## src/rfos_pkg.sv

```systemverilog
package rfos_pkg;

	localparam int DEPTH_DEF = 16;
	localparam int WIDTH_DEF = 32;

	// Configuration register indexes
	localparam int CFG_IDX_W     = 2;
	localparam logic [CFG_IDX_W-1:0] CFG_SLOTS     = 2'd0;
	localparam logic [CFG_IDX_W-1:0] CFG_OVERWRITE = 2'd1;

	// Command opcodes
	localparam logic [1:0] OP_PUSH = 2'd0;
	localparam logic [1:0] OP_POP  = 2'd1;
	localparam logic [1:0] OP_SNAP = 2'd2;

	typedef enum logic [1:0] {
		K_PUSH,
		K_POP,
		K_SNAP,
		K_FAIL
	} cmd_kind_t;

	typedef struct packed {
		logic      emit;
		cmd_kind_t kind;
		logic      snap_next;
		logic      last;
	} cmd_t;

endpackage

```

## src/rfos_ctrl.sv

```systemverilog
module rfos_ctrl
	import rfos_pkg::*;
#(
	parameter int DEPTH = DEPTH_DEF
) (
	input  logic                            clk,
	input  logic                            arst_n,
	input  logic                            start,
	input  logic [1:0]                      opcode,
	input  logic [$clog2(DEPTH+1)-1:0]      snap_n,
	output logic                            busy,
	output cmd_t                            cmd
);

	localparam int CNT_W = $clog2(DEPTH + 1);

	typedef enum logic [1:0] {
		S_IDLE = 2'b01,
		S_SNAP = 2'b10
	} state_t;

	state_t             state_q, state_d;
	logic [CNT_W-1:0]   left_q, left_d;

	always_comb begin
		cmd.emit      = 1'b0;
		cmd.kind      = K_FAIL;
		cmd.snap_next = 1'b0;
		cmd.last      = 1'b1;
		state_d       = state_q;
		left_d        = left_q;
		unique case (state_q)
			S_IDLE: begin
				if (start) begin
					cmd.emit = 1'b1;
					unique case (opcode)
						OP_PUSH: cmd.kind = K_PUSH;
						OP_POP:  cmd.kind = K_POP;
						OP_SNAP: begin
							// nothing to return falls through as a failed beat
							if (snap_n != '0) begin
								cmd.kind = K_SNAP;
								cmd.last = (snap_n == CNT_W'(1));
								left_d   = snap_n - CNT_W'(1);
								if (snap_n != CNT_W'(1))
									state_d = S_SNAP;
							end
						end
						default: cmd.kind = K_FAIL;
					endcase
				end
			end
			S_SNAP: begin
				cmd.emit      = 1'b1;
				cmd.kind      = K_SNAP;
				cmd.snap_next = 1'b1;
				cmd.last      = (left_q == CNT_W'(1));
				left_d        = left_q - CNT_W'(1);
				if (left_q == CNT_W'(1))
					state_d = S_IDLE;
			end
			default: state_d = S_IDLE;
		endcase
	end

	always_ff @(posedge clk or negedge arst_n) begin
		if (!arst_n) begin
			state_q <= S_IDLE;
			left_q  <= '0;
		end else begin
			state_q <= state_d;
			left_q  <= left_d;
		end
	end

	assign busy = (state_q == S_SNAP);

`ifndef SYNTHESIS
	a_snap_left: assert property (@(posedge clk) disable iff (!arst_n)
		(state_q == S_SNAP) |-> (left_q != '0))
		else $error("snapshot streaming with no beats left");

	a_snap_end: assert property (@(posedge clk) disable iff (!arst_n)
		(state_q == S_SNAP && left_q == CNT_W'(1)) |=> (state_q == S_IDLE))
		else $error("snapshot did not end after its last beat");

	a_busy_cause: assert property (@(posedge clk) disable iff (!arst_n)
		$rose(busy) |-> ($past(start) && $past(opcode) == OP_SNAP
			&& $past(snap_n) > CNT_W'(1)))
		else $error("busy raised without a multi-beat snapshot");
`endif

endmodule

```

## src/rfos_dp.sv

```systemverilog
module rfos_dp
	import rfos_pkg::*;
#(
	parameter int DEPTH = DEPTH_DEF,
	parameter int WIDTH = WIDTH_DEF
) (
	input  logic                            clk,
	input  logic                            arst_n,
	input  cmd_t                            cmd,
	input  logic [WIDTH-1:0]                data_in,
	input  logic [$clog2(DEPTH+1)-1:0]      snap_limit,
	input  logic                            cfg_we,
	input  logic [CFG_IDX_W-1:0]            cfg_index,
	input  logic [$clog2(DEPTH+1)-1:0]      cfg_data,
	output logic [$clog2(DEPTH+1)-1:0]      snap_n,
	output logic                            result_valid,
	output logic                            ok,
	output logic [WIDTH-1:0]                data_out,
	output logic                            item_valid,
	output logic                            last,
	output logic [$clog2(DEPTH+1)-1:0]      fill_count,
	output logic                            dropped_oldest
);

	localparam int CNT_W = $clog2(DEPTH + 1);
	localparam int PTR_W = (DEPTH > 1) ? $clog2(DEPTH) : 1;

	logic [WIDTH-1:0]  mem [DEPTH];
	logic [WIDTH-1:0]  rdata_q;

	logic [CNT_W-1:0]  slots_q;
	logic              ovw_q;
	logic [PTR_W-1:0]  rptr_q, wptr_q, sp_q;
	logic [CNT_W-1:0]  held_q;

	logic [PTR_W-1:0]  raddr, rptr_d, wptr_d;
	logic [CNT_W-1:0]  held_d, slots_sat;
	logic              full, empty, do_push, do_pop, do_drop, res_ok;

	function automatic logic [PTR_W-1:0] adv(input logic [PTR_W-1:0] p,
	                                         input logic [CNT_W-1:0] slots);
		logic [CNT_W:0] nxt;
		nxt = (CNT_W+1)'(p) + (CNT_W+1)'(1);
		return (nxt >= {1'b0, slots}) ? '0 : PTR_W'(nxt);
	endfunction

	assign full    = (held_q >= slots_q);
	assign empty   = (held_q == '0);
	assign snap_n  = (snap_limit < held_q) ? snap_limit : held_q;

	assign do_push = cmd.emit && (cmd.kind == K_PUSH) && (!full || ovw_q);
	assign do_drop = cmd.emit && (cmd.kind == K_PUSH) && full && ovw_q;
	assign do_pop  = cmd.emit && (cmd.kind == K_POP) && !empty;
	assign raddr   = cmd.snap_next ? sp_q : rptr_q;

	always_comb begin
		rptr_d = rptr_q;
		wptr_d = wptr_q;
		held_d = held_q;
		if (do_drop || do_pop)
			rptr_d = adv(rptr_q, slots_q);
		if (do_push)
			wptr_d = adv(wptr_q, slots_q);
		if (do_push && !do_drop)
			held_d = held_q + CNT_W'(1);
		else if (do_pop)
			held_d = held_q - CNT_W'(1);
	end

	always_comb begin
		unique case (cmd.kind)
			K_PUSH:  res_ok = !full || ovw_q;
			K_POP:   res_ok = !empty;
			K_SNAP:  res_ok = 1'b1;
			default: res_ok = 1'b0;
		endcase
	end

	// Clamp capacity into 1..DEPTH
	always_comb begin
		if (cfg_data == '0)
			slots_sat = CNT_W'(1);
		else if (cfg_data > CNT_W'(DEPTH))
			slots_sat = CNT_W'(DEPTH);
		else
			slots_sat = cfg_data;
	end

	always_ff @(posedge clk) begin
		rdata_q <= mem[raddr];
		if (do_push)
			mem[wptr_q] <= data_in;
	end

	always_ff @(posedge clk or negedge arst_n) begin
		if (!arst_n) begin
			slots_q      <= CNT_W'(DEPTH);
			ovw_q        <= 1'b0;
			rptr_q       <= '0;
			wptr_q       <= '0;
			held_q       <= '0;
			result_valid <= 1'b0;
		end else begin
			result_valid <= cmd.emit;
			if (cfg_we && cfg_index == CFG_SLOTS) begin
				slots_q <= slots_sat;
				rptr_q  <= '0;
				wptr_q  <= '0;
				held_q  <= '0;
			end else begin
				rptr_q <= rptr_d;
				wptr_q <= wptr_d;
				held_q <= held_d;
			end
			if (cfg_we && cfg_index == CFG_OVERWRITE)
				ovw_q <= cfg_data[0];
		end
	end

	// Result beat and snapshot walk pointer
	always_ff @(posedge clk) begin
		if (cmd.emit) begin
			ok             <= res_ok;
			item_valid     <= (cmd.kind == K_SNAP) || do_pop;
			last           <= cmd.last;
			fill_count     <= held_d;
			dropped_oldest <= do_drop;
		end
		if (cmd.kind == K_SNAP)
			sp_q <= adv(raddr, slots_q);
	end

	assign data_out = item_valid ? rdata_q : '0;

endmodule

```

## src/ring_fifo_overwrite_snapshot.sv

```systemverilog
// Ring FIFO of WIDTH-bit elements with overwrite-on-full and a non-destructive
// snapshot read. A command is taken when start is high and busy is low; its
// result beat appears on the cycle after, marked by result_valid for exactly
// one cycle, and cannot be held off. Push, pop and any failing command give one
// beat and leave busy low, so a new command can be issued every cycle. A
// snapshot returning n elements gives n beats on consecutive cycles, one
// element per cycle through the single read port of the slot store, and keeps
// busy high until its last beat is issued. Writing slots_in_use (index
// 0) empties the FIFO; overwrite_enable is index 1. Write configuration only
// while no snapshot is in progress and never in the cycle a command is taken.
module ring_fifo_overwrite_snapshot
	import rfos_pkg::*;
#(
	parameter int DEPTH = DEPTH_DEF,
	parameter int WIDTH = WIDTH_DEF
) (
	input  logic                            clk,
	input  logic                            arst_n,
	input  logic                            start,
	output logic                            busy,
	input  logic [1:0]                      opcode,
	input  logic [WIDTH-1:0]                data_in,
	input  logic [$clog2(DEPTH+1)-1:0]      snap_limit,
	input  logic                            cfg_valid,
	output logic                            cfg_ready,
	input  logic [CFG_IDX_W-1:0]            cfg_index,
	input  logic [$clog2(DEPTH+1)-1:0]      cfg_data,
	output logic                            result_valid,
	output logic                            ok,
	output logic [WIDTH-1:0]                data_out,
	output logic                            item_valid,
	output logic                            last,
	output logic [$clog2(DEPTH+1)-1:0]      fill_count,
	output logic                            dropped_oldest
);

	localparam int CNT_W = $clog2(DEPTH + 1);

	cmd_t              cmd;
	logic [CNT_W-1:0]  snap_n;

	assign cfg_ready = !busy;

	rfos_ctrl #(
		.DEPTH (DEPTH)
	) u_ctrl (
		.clk    (clk),
		.arst_n (arst_n),
		.start  (start),
		.opcode (opcode),
		.snap_n (snap_n),
		.busy   (busy),
		.cmd    (cmd)
	);

	rfos_dp #(
		.DEPTH (DEPTH),
		.WIDTH (WIDTH)
	) u_dp (
		.clk            (clk),
		.arst_n         (arst_n),
		.cmd            (cmd),
		.data_in        (data_in),
		.snap_limit     (snap_limit),
		.cfg_we         (cfg_valid && cfg_ready),
		.cfg_index      (cfg_index),
		.cfg_data       (cfg_data),
		.snap_n         (snap_n),
		.result_valid   (result_valid),
		.ok             (ok),
		.data_out       (data_out),
		.item_valid     (item_valid),
		.last           (last),
		.fill_count     (fill_count),
		.dropped_oldest (dropped_oldest)
	);

endmodule

```

## config.mk

```make
export PLATFORM = sky130hd
export DESIGN_NAME = ring_fifo_overwrite_snapshot
export DESIGN_NICKNAME = d
export VERILOG_FILES = /design/src/rfos_pkg.sv /design/src/rfos_ctrl.sv /design/src/rfos_dp.sv /design/src/ring_fifo_overwrite_snapshot.sv
export SDC_FILE = /design/constraint.sdc
export NUM_CORES = 1
export LEC_CHECK = 0
export ABC_AREA = 1
export CAP_MARGIN = 10
export CORE_MARGIN = 2
export CORE_UTILIZATION = 45
export DETAILED_ROUTE_END_ITERATION = 10
export DONT_BUFFER_PORTS = 1
export GPL_ROUTABILITY_DRIVEN = 0
export PLACE_DENSITY_LB_ADDON = 0.12
export SYNTH_ARGS = -nofsm -noshare
export SYNTH_HDL_FRONTEND = slang
export SYNTH_SLANG_ARGS = --single-unit
```

## constraint.sdc

```tcl
create_clock -name clk -period 6.81 [get_ports clk]
set_input_delay 0.681 -clock clk [delete_from_list [all_inputs] [get_ports clk]]
set_output_delay 0.681 -clock clk [all_outputs]
set_load 0.005 [all_outputs]
```

After elaboration in Yosys (flattened, before gate mapping). Memory sizes are Yosys's and may differ from the RTL's. A register that Yosys moved wholly into a read port is not among the register bits. Index checks and enable logic that the tools add are counted.

Register bits: 40. RAM bits: 512. Bits of input ports: 50. Output and inout port bits: 44. Logic and storage cells: 107. Memories kept: 1.

Add/subtract/negate cells: 7. Magnitude comparators: 6. Equality and inequality tests: 15. Multiplexer cells: 36. Reductions and logical operators: 28.

Memories: u_dp.mem (depth 16, width 32, rd ports 1, clocked after memory_dff 1, wr ports 1, line rfos_dp.sv:28) `logic [WIDTH-1:0] mem [DEPTH];`.

Operators with widths (count): $mux W5 (9); $mux W32 (1); $mux W4 (7); $ge A6 B5 Y1 (3); $add A4 B1 Y5 const B (3); $sub A5 B1 Y5 const B (3); $eq A5 B1 Y1 const B (2); $logic_and A1 B1 Y1 (10); $logic_not A5 Y1 (2); $mux W2 (5); $pmux W5 S2 (1); $eq A2 B1 Y1 const B (4); $mux W1 (7); $eq A2 B2 Y1 const B (3); $logic_not A2 Y1 (3); $ne A2 B1 Y1 const B (3); $pmux W2 S3 (1); $pmux W3 S2 (1); $reduce_bool A2 Y1 (3); $add A5 B1 Y5 const B (1); $ge A5 B5 Y1 (1); $gt A5 B5 Y1 const B (1); $lt A5 B5 Y1 (1); $ne A5 B1 Y1 const B (1); 10 further kinds (16).

Longest topological paths before layout. Gate-level depths: netlist of the first run.

Depth in word-level cells: 15. Depth in mapped cells: 20. Mapped depth without buffers: 20.

Hierarchy. Synthesis of the first run repeated with hierarchy kept, for this count alone.

Cells, all modules: 2618. Area, all modules: 26500.4 µm².

By module, submodules not included: rfos_dp (times used 1, cells each 2510, area an instance 25728.4 µm², sequential area each 16907.5 µm²); rfos_ctrl (times used 1, cells each 105, area an instance 758.2 µm², sequential area each 176.4 µm²); ring_fifo_overwrite_snapshot (times used 1, cells each 3, area an instance 13.8 µm², sequential area each 0.0 µm²).

Worst setup path after synthesis of the first run. OpenSTA, ideal clock, no wires.

Path kind: input to register. Start point: input port snap_limit[4]. End point: memory u_dp.mem[11][0] in the netlist's numbering, enable pin. Library setup time: 0.421 ns. Data arrival time: 3.948 ns. Required time: 6.389 ns. Slack: 2.441 ns. Stages on the path: 17. Path buffers: 0. Cells stage by stage: ha_1 nand2_1 inv_1 nand2_1 nand3_2 nand2_1 o21ai_0 ha_1 inv_1 nor2_1 nand3_2 nand2_2 nand2_2 nand2_2 a21oi_4 nand2_1 nor2_1.

Longest elaborated chain between the ends: 12.

Ends and longest elaborated chain: start: declaration (line ring_fifo_overwrite_snapshot.sv:23) `input logic [$clog2(DEPTH+1)-1:0] snap_limit,`; $lt A5 B5 Y1 (line rfos_dp.sv:49) `assign snap_n = (snap_limit < held_q) ? snap_limit : held_q;`; $mux W5 * (line rfos_dp.sv:49); $reduce_bool A5 Y1 * (line rfos_ctrl.sv:41) `if (snap_n != '0) begin`; $mux W1 * (line rfos_ctrl.sv:41); $pmux W2 S3 * (line rfos_ctrl.sv:36) `unique case (opcode)`; $mux W3 * (line rfos_ctrl.sv:34) `if (start) begin`; $pmux W3 S2 * (line rfos_ctrl.sv:32) `unique case (state_q)`; $logic_not A2 Y1 * (line rfos_dp.sv:51) `assign do_push = cmd.emit && (cmd.kind == K_PUSH) && (!full || ovw_q);`; $logic_and A1 B1 Y1 * (2 in a row) (line rfos_dp.sv:51); $mux W1 * (line rfos_dp.sv:91) `if (do_push)`; $mux W1 (not written as such) * (line rfos_dp.sv:92) `mem[wptr_q] <= data_in;`; end: declaration (line rfos_dp.sv:28).

Every way passes the cells marked *; elsewhere a longest branch is shown, timed or not.

Worst setup path after layout of the first run.
Start point: register u_ctrl.state_q[0]. End point: register u_dp.sp_q[1], data pin.

Longest elaborated chain between the ends: 5.

Ends and longest elaborated chain: start: declaration (line rfos_ctrl.sv:22) `state_t state_q, state_d;`; start signal: assignment (line rfos_ctrl.sv:71) `state_q <= state_d;`; $eq A2 B2 Y1 *; net busy (line ring_fifo_overwrite_snapshot.sv:20) `output logic busy,`; $mux W1 * (line rfos_ctrl.sv:32); $mux W4 * (line rfos_dp.sv:54) `assign raddr = cmd.snap_next ? sp_q : rptr_q;`; $add A4 B1 Y5 * (line rfos_dp.sv:43) `nxt = (CNT_W+1)'(p) + (CNT_W+1)'(1);`; $ge A6 B5 Y1 (line rfos_dp.sv:44) `return (nxt >= {1'b0, slots}) ? '0 : PTR_W'(nxt);`; end signal: assignment (line rfos_dp.sv:130) `sp_q <= adv(raddr, slots_q);`; end: declaration (line rfos_dp.sv:33) `logic [PTR_W-1:0] rptr_q, wptr_q, sp_q;`.

Mark *: on every way through the listed nets, which the timed path passes. The rest lies on a longest branch. A chain may end at the register's enable or synchronous reset.

==> results of run 1 <==
==> per-stage QoR <==
stage               utilization (%)  setup WS, ns  std cells
finish                         51.4          2.27       2565
global route                   51.4          1.94       2565
CTS                            51.3          2.31       2562
detailed placement             47.3          2.33       2439
global placement               47.2          2.44       2438
floorplan                         -          2.44       1844
==> state kept, by name, indices dropped and copies added (netlist names), 2 cells and up <==
name / cells
u_dp.fill_count: 5
u_dp.rdata_q: 32
u_dp.held_q: 5
u_dp.wptr_q: 4
u_dp.sp_q: 4
u_dp.slots_q: 5
u_dp.mem: 512
u_ctrl.left_q: 5
u_ctrl.state_q: 2
u_dp.rptr_q: 4
==> layout by cell type, fill, tap and decap left out, drive strengths merged, types with 17 or more instances in the layout <==
cell,count
buf,28
clkbuf,94
dfrtp,25
dfxtp,32
edfxtp,525
ha,39
inv,114
nand2,140
nand3,17
nor2,305
o211ai,66
o21ai,282
o221ai,66
o22ai,67
==> metal layers <==
layer | wire length, um | up-vias | GRT usage (%) | share of wire (%)
li1 | - | 6783 | - | -
met1 | 25900 | 7318 | 29.5 | 45
met2 | 27600 | 409 | 35.1 | 48
met3 | 3010 | 86 | 3.82 | 5.2
met4 | 1450 | 0 | 7.70 | 2.5
met5 | 0 | - | 0 | 0
==> area by class of cell <==
class / instances / area share (%)
repair buffers: 29 / 1.20
clock inverters: 27 / 1.01
clock buffers: 94 / 6.71
well taps: 680 / 3.21
multi-input cells: 1043 / 21.8
inverters: 108 / 1.55
flip-flops and latches: 584 / 64.5
==> worst max path at each step <==
| stage | from | end |
|---|---|---|
| floorplan | snap_limit[4] | u_dp.mem[11][0]$_DFFE_PP_ |
| global placement | u_ctrl.state_q[0]$_DFFE_PN1P_ | u_dp.sp_q[0]$_SDFFCE_PP0P_ |
| detailed placement | u_ctrl.state_q[0]$_DFFE_PN1P_ | u_dp.sp_q[0]$_SDFFCE_PP0P_ |
| CTS | u_ctrl.state_q[0]$_DFFE_PN1P_ | u_dp.sp_q[1]$_SDFFCE_PP0P_ |
| global route | u_ctrl.state_q[0]$_DFFE_PN1P_ | u_dp.sp_q[3]$_SDFFCE_PP0P_ |
| finish | u_ctrl.state_q[0]$_DFFE_PN1P_ | u_dp.sp_q[1]$_SDFFCE_PP0P_ |
==> power groups by stage <==
stage / registers, W / clock network [W] / logic (W)
2_1_floorplan: 0.00434 / 0 / 0.00279
3_3_place_gp: 0.00440 / 0 / 0.00397
6_report: 0.00432 / 0.00339 / 0.00400
4_1_cts: 0.00433 / 0.00347 / 0.00403
5_1_grt: 0.00435 / 0.00359 / 0.00448
3_5_place_dp: 0.00440 / 0 / 0.00400
==> worst register-to-register path, stage by stage (launching register included) <==
cell and delay [ns]:
sky130_fd_sc_hd__dfstp_2 0.54, sky130_fd_sc_hd__inv_1 0.04, sky130_fd_sc_hd__ha_1 0.46, sky130_fd_sc_hd__inv_2 0.37, sky130_fd_sc_hd__nand2_1 0.15, sky130_fd_sc_hd__o21ai_4 0.07, sky130_fd_sc_hd__buf_4 0.53, sky130_fd_sc_hd__inv_6 0.47
sky130_fd_sc_hd__ha_1 0.40, sky130_fd_sc_hd__or2_2 0.29, sky130_fd_sc_hd__nand2_1 0.08, sky130_fd_sc_hd__inv_1 0.05, sky130_fd_sc_hd__ha_1 0.27, sky130_fd_sc_hd__o21a_1 0.12, sky130_fd_sc_hd__o21a_1 0.16, sky130_fd_sc_hd__o21ai_0 0.15
sky130_fd_sc_hd__nand2_1 0.12, sky130_fd_sc_hd__nor2_1 0.11
==> kinds of logic after synthesis <==
logic type | Yosys count | share of synthesized area, %
compound gates | 509 | 13.2
xor+xnor | 9 | 0.335
fa+ha+maj | 39 | 2.07
buf+inv | 217 | 3.49
flops | 584 | 72.6
simple gates | 486 | 8.30
==> repair_timing <==
item / CTS / global route
hold buffers: 2 / 0
resized for setup: 0 / 0
hold endpoints to repair: 27 / 0
==> results.json, run 1 <==
{
  "cts.sink_count": 584,
  "holdCritStartpoint": "data_in[10]",
  "dp_hpwl_mm": 31.1,
  "synth_commonest_cells": "sky130_fd_sc_hd__edfxtp_1, sky130_fd_sc_hd__nor2_1, sky130_fd_sc_hd__o21ai_0, sky130_fd_sc_hd__nand2_1, sky130_fd_sc_hd__inv_1",
  "critical_path_buf_inv_count": 5,
  "clockRootBuffer": "sky130_fd_sc_hd__clkbuf_16",
  "fin_crit_ns": 4.54,
  "power_frac_comb_pct": 34.1,
  "drt-wirelength-per-cell_um": 22.6,
  "wl_mm": 57.9,
  "master_of_the_slowest_instance_on_the_critical_path": "sky130_fd_sc_hd__dfstp_2",
  "area_used_by_multi_input_combinational_logic_sq_um": 5780,
  "worst_slew_margin_rel_pct": 17.9,
  "clk_transition_reported_paths_ns": 0.06,
  "synth_top_flop_cell": "sky130_fd_sc_hd__edfxtp_1",
  "slew_violations": 0,
  "fin_crit_sh_pct": 66.7,
  "cp.depth": 17,
  "cts-buffers-inserted": 66,
  "grt_pass1_vias": 14600,
  "synth.area.top_cells": "sky130_fd_sc_hd__edfxtp_1, sky130_fd_sc_hd__o21ai_0, sky130_fd_sc_hd__nor2_1",
  "initial_core_util_pct": 45.7,
  "vdd.ir_drop.worst_uv": 311,
  "sequential_share_of_power_pct": 36.9,
  "totalNegativeSetupSlack_ns": 0,
  "fin_area_sq_um": 26500,
  "distinct_cells_synth": 39,
  "signed_area_change_from_the_synthesized_netlist_to_the_final_layout_pct": 12.6,
  "setup.reg_to_reg.worst_slack_ns": 2.27,
  "ys_seq_area_share_pct": 72.6,
  "cts_post_setup_buffers_inserted": 0,
  "asyncSetResetFlopFracSynth_pct": 4.62,
  "placed_cell_area_sq_um": 24300,
  "mappedNetlistArea_sq_um": 23500,
  "p_switching_w": 0.00438,
  "core.rowCount": 83,
  "unrepaired_setup_endpoints_after_global_routing": "false",
  "required_ns": 7.26,
  "post-synth-top-area-cell": "sky130_fd_sc_hd__edfxtp_1",
  "hold_path_class": "input port to flop",
  "layout_cell_share_with_drive_strength_beyond_1_pct": 8.97,
  "worst_slew_pin_slew_ns": 1.23,
  "layout_net_count": 1921,
  "clock_insertion_delay_worst_skew_ns": 0.60,
  "antenna_violating_nets_post_route": 0,
  "power.density_cell_area_nw_per_um2": 442,
  "final-seq-area_sq_um": 17100,
  "crit_path_cell_trace": "inv_1 -> ha_1 -> inv_2 -> nand2_1 -> o21ai_4 -> buf_4 -> inv_6 -> ha_1 -> or2_2 -> nand2_1 -> inv_1 -> ha_1 -> o21a_1 -> o21a_1 -> o21ai_0 -> nand2_1 -> nor2_1",
  "grt_first_pass_wirelength_mm": 88.5,
  "drt_iter0_drc": 1126,
  "fill_cells": 4416,
  "clockPowerShare_pct": 29.0,
  "tritoncts_clock_tree": "yes",
  "grt_remaining_overflow": 0,
  "synth_enable_flop_cells": 525,
  "synth_fp_nets": 1933,
  "htree_levels": 3,
  "holdPathEnd": "u_dp.mem[15][10]$_DFFE_PP_",
  "insertedDiodeCount": 0,
  "min_delay_path_depth": 0,
  "design.die.area_sq_um": 54100,
  "status": "completed",
  "viasPerCell": 5.69,
  "total_track_usage_pct": 21.6,
  "timing.critical_path.from_type": "flop",
  "yosys.cell_count.top_type": "sky130_fd_sc_hd__edfxtp_1",
  "timing_worst_setup_path_type": "flop to flop",
  "ys_warn_count": 0,
  "end_kind": "flop",
  "dieHeight_um": 233,
  "drc": 0,
  "die_w_um": 233,
  "reg2reg_from": "u_ctrl.state_q[0]$_DFFE_PN1P_",
  "io_buffer_count": 0,
  "antenna_violations_before_repair": 0,
  "post_synth.cell_area_avg_sq_um": 12.8,
  "cp.arrival_ns": 4.99,
  "synth_seq_cells": 584,
  "max_cap_violations": 0,
  "grt_max_degree": 201,
  "critical_path_peak_fanout": 101,
  "post_synth_inst_count": 1844,
  "maximum_root_to_sink_buffer_count": 3,
  "worstReg2RegEnd": "u_dp.sp_q[1]$_SDFFCE_PP0P_",
  "fp.coreArea_sq_um": 51500,
  "reg2reg_depth": 17,
  "max_clock_freq_ghz": 0.220,
  "leakagePower_nw": 9.13,
  "first_pass_iters": 5,
  "crit_path_max_incr_delay_ns": 0.54,
  "finalSetupViolCount": 0,
  "top_level_ports": 94,
  "synth.top_cell.area_share_pct": 67.0,
  "power.share.switching_pct": 37.4,
  "timing_hold_violations_final": 0,
  "clock_skew_ns": 0.0198,
  "p_int_w": 0.00734,
  "dr_total_vias": 14600,
  "critPathTopFamily": "buffers and inverters",
  "power_w": 0.0117,
  "timing.hold.ws_ns": 0.177
}
(Power assumes the default switching activity.)
==> run 2, diff against run 1 <==
clock period = 4.56 ns   (was 6.81 ns; I/O delays follow)
==> run 2 against run 1 <==
Net effect: clock power rose by 52%; worst hold slack worse by 0.14 ns; fmax is 15% higher; clock skew grew 0.0047 ns; register-to-register slack worse by 1.7 ns; highest routed layer unchanged.
==> results.json, run 2 (synthesis gave the netlist of run 1 again) <==
{
  "slew_violations": 0,
  "drc": 0,
  "drt_iter0_drc": 1399,
  "reg_top3": "u_dp.mem x512, u_dp.rdata_q x32",
  "total_track_usage_pct": 21.9,
  "power.density_cell_area_nw_per_um2": 654,
  "fp.coreArea_sq_um": 51500,
  "clock_insertion_delay_worst_skew_ns": 0.62,
  "die_w_um": 233,
  "layout_commonest_cell": "sky130_fd_sc_hd__edfxtp_1",
  "most_frequent_cells_in_the_layout": "sky130_fd_sc_hd__edfxtp_1, sky130_fd_sc_hd__nor2_1, sky130_fd_sc_hd__o21ai_0",
  "max_clock_freq_ghz": 0.253,
  "cts-buffers-inserted": 61,
  "dr_total_vias": 14600,
  "tritoncts_clock_tree": "yes",
  "dp_hpwl_mm": 33.0,
  "postLayoutCoreUtil_pct": 52.5,
  "drt-wirelength-per-cell_um": 22.5,
  "layout_net_count": 1967,
  "wl_mm": 58.6,
  "unrepaired_setup_endpoints_after_global_routing": "false",
  "top_level_ports": 94,
  "grt_pass1_vias": 14300,
  "first_pass_iters": 5,
  "core.rowCount": 83,
  "hold_path_class": "input port to flop",
  "critical_path_peak_fanout": 22,
  "fill_cells": 4395,
  "maximum_root_to_sink_buffer_count": 3,
  "clk_transition_reported_paths_ns": 0.06,
  "io_buffer_count": 0,
  "cp.arrival_ns": 4.26,
  "clockRootBuffer": "sky130_fd_sc_hd__clkbuf_16",
  "clock_skew_ns": 0.0246,
  "fin_area_sq_um": 27000,
  "timing.critical_path.from_type": "flop",
  "pre_cts_ws_ns": 0.604,
  "insertedDiodeCount": 0,
  "placed_cell_area_sq_um": 24600,
  "fin_crit_ns": 3.95,
  "antenna_violations_before_repair": 0,
  "htree_levels": 2,
  "largest_register_ffs": 512,
  "required_ns": 4.87,
  "dieHeight_um": 233,
  "cts_post_setup_buffers_inserted": 0,
  "grt_remaining_overflow": 0,
  "grt_first_pass_wirelength_mm": 89.7,
  "antenna_violating_nets_post_route": 0,
  "totalNegativeSetupSlack_ns": 0,
  "vdd.ir_drop.worst_uv": 537,
  "post-route-worst-setup-slack_ns": 0.607,
  "worst_slew_pin_slew_ns": 0.976,
  "largest-register": "u_dp.mem",
  "cts.sink_count": 584,
  "status": "completed",
  "signed_area_change_from_the_synthesized_netlist_to_the_final_layout_pct": 14.9,
  "grt_max_degree": 199,
  "critical_path_buf_inv_count": 3,
  "crit_path_cell_trace": "inv_1 -> ha_1 -> nand2_1 -> nor2_1 -> nand2_1 -> nand3_2 -> nand2_1 -> o21ai_0 -> ha_1 -> inv_1 -> nor2_1 -> nand3_2 -> nand2_2 -> nand2_2 -> nand2_2 -> a21oi_4 -> nand2_2 -> nor2_4 -> buf_12",
  "critPathTopFamily": "simple AND/OR/NAND/NOR gates",
  "max_cap_violations": 0,
  "viasPerCell": 5.61,
  "worst_slew_margin_rel_pct": 34.9,
  "timing_hold_violations_final": 0,
  "end_kind": "flop",
  "path_common_cell": "sky130_fd_sc_hd__nand2_2",
  "crit_path_max_incr_delay_ns": 0.47,
  "layout_cell_share_with_drive_strength_beyond_1_pct": 9.95,
  "initial_core_util_pct": 45.7,
  "power_w": 0.0177,
  "master_of_the_slowest_instance_on_the_critical_path": "sky130_fd_sc_hd__dfrtp_1",
  "timing_worst_setup_path_type": "flop to flop",
  "leakagePower_nw": 9.40,
  "design.die.area_sq_um": 54100,
  "fin_crit_sh_pct": 86.7,
  "finalSetupViolCount": 0
}
==> run 2: routing by layer <==
metal	GRT usage [%]	part of all wire (%)	vias to the layer above
met5	0	0	-
met3	3.06	4.5	83
met1	31.3	46	7318
met2	35.0	47	367
met4	6.57	2.3	0
li1	-	-	6863
==> run 2: what timing repair did <==
item,in CTS,in global routing
hold buffers,36,0
gates resized for setup,0,0
endpoints found under the hold margin,540,0
==> run 2: final timing paths <==
kind	startpoint	to	slack, ns	cells after the start
max in group asynchronous	arst_n	u_dp.slots_q[4]$_DFFE_PN1P_	4.03	2
min in group asynchronous	arst_n	u_dp.result_valid$_DFF_PN0_	0.28	2
max	u_dp.held_q[2]$_DFF_PN0_	u_dp.mem[4][24]$_DFFE_PP_	0.61	19
max reg2reg	u_dp.held_q[2]$_DFF_PN0_	u_dp.mem[4][24]$_DFFE_PP_	0.61	19
min	cfg_data[3]	u_dp.slots_q[3]$_DFFE_PN0P_	0.04	2
min reg2reg	u_ctrl.state_q[0]$_DFFE_PN1P_	u_ctrl.state_q[0]$_DFFE_PN1P_	0.55	1
==> run 2: cell type report <==
class                      count  area, sq um  area share, %
multi-input combinational   1043         5780           21.4
tap                          680          851           3.15
sequential                   584        17100           63.2
clock buffer                  76         1630           6.04
clock inverter                38          448           1.66
timing repair buffer          80          826           3.05
inverter                     108          412           1.52
==> run 2: worst reg2reg max path: stages, from the launching register on <==
cell and delay (ns):
sky130_fd_sc_hd__dfrtp_1 0.47, sky130_fd_sc_hd__inv_1 0.13, sky130_fd_sc_hd__ha_1 0.31, sky130_fd_sc_hd__nand2_1 0.08, sky130_fd_sc_hd__nor2_1 0.04, sky130_fd_sc_hd__nand2_1 0.12
sky130_fd_sc_hd__nand3_2 0.14, sky130_fd_sc_hd__nand2_1 0.08, sky130_fd_sc_hd__o21ai_0 0.19, sky130_fd_sc_hd__ha_1 0.26, sky130_fd_sc_hd__inv_1 0.05, sky130_fd_sc_hd__nor2_1 0.06
sky130_fd_sc_hd__nand3_2 0.09, sky130_fd_sc_hd__nand2_2 0.07, sky130_fd_sc_hd__nand2_2 0.11, sky130_fd_sc_hd__nand2_2 0.08, sky130_fd_sc_hd__a21oi_4 0.35, sky130_fd_sc_hd__nand2_2 0.26
sky130_fd_sc_hd__nor2_4 0.47, sky130_fd_sc_hd__buf_12 0.29
==> run 2: through the flow <==
step                      cells  hold slack (ns)
final                      2609           0.0351
after global routing       2609           0.0169
after CTS                  2609          0.00134
after detailed placement   2459            0.161
after global placement     2459            0.161
after floorplan            1844            0.160
==> run 2: where the power goes <==
| part | internal [W] | total (W) | switching (W) | leakage [nW] |
|---|---|---|---|---|
| registers | 0.00626 | 0.00646 | 0.000200 | 5.34 |
| logic | 0.00180 | 0.00608 | 0.00428 | 3.03 |
| clock network | 0.00309 | 0.00514 | 0.00204 | 1.03 |
==> run 3, diff against run 2 <==
==> constraint.sdc (replaced) <==
create_clock -name clk -period 4.56 [get_ports clk]
set_input_delay 0.228 -clock clk [delete_from_list [all_inputs] [get_ports clk]]
set_output_delay 0.228 -clock clk [all_outputs]
set_load 0.005 [all_outputs]
==> run 3 against run 2 <==
Net effect: total power down 0.63%; routed wire length about the same; non-clock buffer count grew 7; clock power fell by 3%; via count is 0.75% higher; highest routed layer unchanged.
==> results.json, run 3 (synthesis gave the netlist of run 1 again) <==
{
  "core.rowCount": 83,
  "reg_top3": "u_dp.mem x512, u_dp.rdata_q x32",
  "clockPowerShare_pct": 28.5,
  "status": "completed",
  "path_common_cell": "sky130_fd_sc_hd__nand2_1",
  "cts.sink_count": 584,
  "antenna_violations_before_repair": 0,
  "wl_mm": 58.6,
  "p_switching_w": 0.00651,
  "total_track_usage_pct": 22.0,
  "dp_hpwl_mm": 32.2,
  "clockRootBuffer": "sky130_fd_sc_hd__clkbuf_16",
  "clk_transition_reported_paths_ns": 0.06,
  "placed_cell_area_sq_um": 24600,
  "required_ns": 4.86,
  "grt_pass1_vias": 14700,
  "grt_first_pass_wirelength_mm": 89.8,
  "largest-register": "u_dp.mem",
  "drt_iter0_drc": 1153,
  "p_int_w": 0.0111,
  "io_buffer_count": 0,
  "end_kind": "flop",
  "power.density_cell_area_nw_per_um2": 649,
  "first_pass_iters": 5,
  "leakagePower_nw": 9.40,
  "maximum_root_to_sink_buffer_count": 3,
  "totalNegativeSetupSlack_ns": 0,
  "critical_path_peak_fanout": 22,
  "cp.arrival_ns": 4.24,
  "slew_violations": 0,
  "cts-buffers-inserted": 59,
  "most_frequent_cells_in_the_layout": "sky130_fd_sc_hd__edfxtp_1, sky130_fd_sc_hd__nor2_1, sky130_fd_sc_hd__o21ai_0",
  "design.die.area_sq_um": 54100,
  "top_level_ports": 94,
  "post-route-worst-setup-slack_ns": 0.619,
  "power_frac_comb_pct": 34.7,
  "power.share.switching_pct": 37.1,
  "grt_remaining_overflow": 0,
  "max_clock_freq_ghz": 0.254,
  "clock_insertion_delay_worst_skew_ns": 0.62,
  "fin_crit_sh_pct": 86.4,
  "signed_area_change_from_the_synthesized_netlist_to_the_final_layout_pct": 15.0,
  "vdd.ir_drop.worst_uv": 492,
  "layout_commonest_cell": "sky130_fd_sc_hd__edfxtp_1",
  "viasPerCell": 5.64,
  "htree_levels": 2,
  "grt_max_degree": 140,
  "max_cap_violations": 0,
  "power_w": 0.0176,
  "fp.coreArea_sq_um": 51500,
  "pre_cts_ws_ns": 0.668,
  "timing_worst_setup_path_type": "flop to flop",
  "dieHeight_um": 233,
  "worst_slew_pin_slew_ns": 0.992,
  "layout_net_count": 1972,
  "clock_skew_ns": 0.0152,
  "antenna_violating_nets_post_route": 0,
  "sequential_share_of_power_pct": 36.7,
  "dr_total_vias": 14700,
  "drt-wirelength-per-cell_um": 22.4,
  "timing.critical_path.from_type": "flop",
  "fin_crit_ns": 3.94,
  "cts_resized": 0,
  "hold_path_class": "input port to asynchronous set/reset pin",
  "insertedDiodeCount": 0,
  "initial_core_util_pct": 45.7,
  "largest_register_ffs": 512,
  "worst_slew_margin_rel_pct": 33.9,
  "drc": 0,
  "unrepaired_setup_endpoints_after_global_routing": "false",
  "crit_path_max_incr_delay_ns": 0.47,
  "master_of_the_slowest_instance_on_the_critical_path": "sky130_fd_sc_hd__dfrtp_1",
  "die_w_um": 233,
  "tritoncts_clock_tree": "yes",
  "timing_hold_violations_final": 0,
  "finalSetupViolCount": 0,
  "crit_path_cell_trace": "inv_1 -> ha_1 -> nand2_1 -> nand2_1 -> nand2_1 -> nand3_2 -> nand2_1 -> o21ai_0 -> ha_1 -> inv_1 -> nor2_1 -> nand3_2 -> nand2_2 -> nand2_2 -> nand2_2 -> a21oi_4 -> nand2_1 -> nor2_4 -> buf_12",
  "layout_cell_share_with_drive_strength_beyond_1_pct": 9.31,
  "fin_area_sq_um": 27000
}
## run 3: cell types whose count changed in the layout (fill, tap and decap cells not counted)
cell                            delta
sky130_fd_sc_hd__buf_4             -4
sky130_fd_sc_hd__dlygate4sd3_1    +11
sky130_fd_sc_hd__inv_6             +2
sky130_fd_sc_hd__clkbuf_16         -2
sky130_fd_sc_hd__clkinvlp_4        -1
sky130_fd_sc_hd__clkinv_2          -8
sky130_fd_sc_hd__clkinv_4          -1
sky130_fd_sc_hd__bufinv_16         -2
sky130_fd_sc_hd__clkbuf_8          +4
sky130_fd_sc_hd__clkbuf_1          +6
## run 3: path summary, 6_finish.rpt
kind	startpoint	endpoint	slack, ns	cells past startpoint
setup reg to reg	u_dp.held_q[2]$_DFF_PN0_	u_dp.mem[7][18]$_DFFE_PP_	0.62	19
max in group asynchronous	arst_n	u_dp.slots_q[4]$_DFFE_PN1P_	4.28	2
min in group clk	opcode[1]	u_dp.held_q[3]$_DFF_PN0_	0.08	6
hold reg to reg	u_ctrl.state_q[0]$_DFFE_PN1P_	u_ctrl.state_q[0]$_DFFE_PN1P_	0.56	1
setup / recovery	u_dp.held_q[2]$_DFF_PN0_	u_dp.mem[7][18]$_DFFE_PP_	0.62	19
hold / removal	arst_n	u_dp.result_valid$_DFF_PN0_	0.04	2
## run 3: area by class of cell
cell class / instances / area [sq um]
Sequential cell: 584 / 17100
Clock buffer: 84 / 1660
Inverter: 108 / 412
Clock inverter: 28 / 349
Multi-Input combinational cell: 1043 / 5780
Timing Repair Buffer: 87 / 906
Fill cell: 4466 / 24500
Tap cell: 680 / 851
## run 3: critical path: cells and delay by family (launching register included)
family,cells,cell delay (ns)
fa+ha+maj,2,0.55
flops,1,0.47
compound gates,2,0.52
buf+inv,3,0.44
simple gates,12,1.63
## run 3: repair_timing
action	in CTS	in global routing
hold endpoints to repair	551	0
hold buffers	47	0
setup buffers	0	0
endpoints found under the setup margin	0	0
## run 3: through the flow
stage                     instances  hold slack [ns]  util, %
after global routing           2614           0.0375     52.5
after global placement         2455          -0.0666     47.7
after CTS                      2614           0.0124     52.5
after detailed placement       2455          -0.0665     47.7
final                          2614           0.0369     52.5
after floorplan                1844          -0.0676        -
## run 3: layer usage
metal / up-vias / GRT usage [%] / part of all wire (%)
met5: - / 0 / 0
met4: 0 / 7.56 / 3.0
met3: 106 / 3.25 / 4.3
met2: 362 / 36.0 / 48
met1: 7392 / 30.1 / 45
li1: 6881 / - / -
## run 3: power groups by stage
stage / Combinational, W / Clock [W] / Sequential (W)
global route: 0.00690 / 0.00529 / 0.00649
detailed placement: 0.00607 / 0 / 0.00657
global placement: 0.00600 / 0 / 0.00657
finish: 0.00610 / 0.00501 / 0.00645
floorplan: 0.00417 / 0 / 0.00649
CTS: 0.00621 / 0.00510 / 0.00646
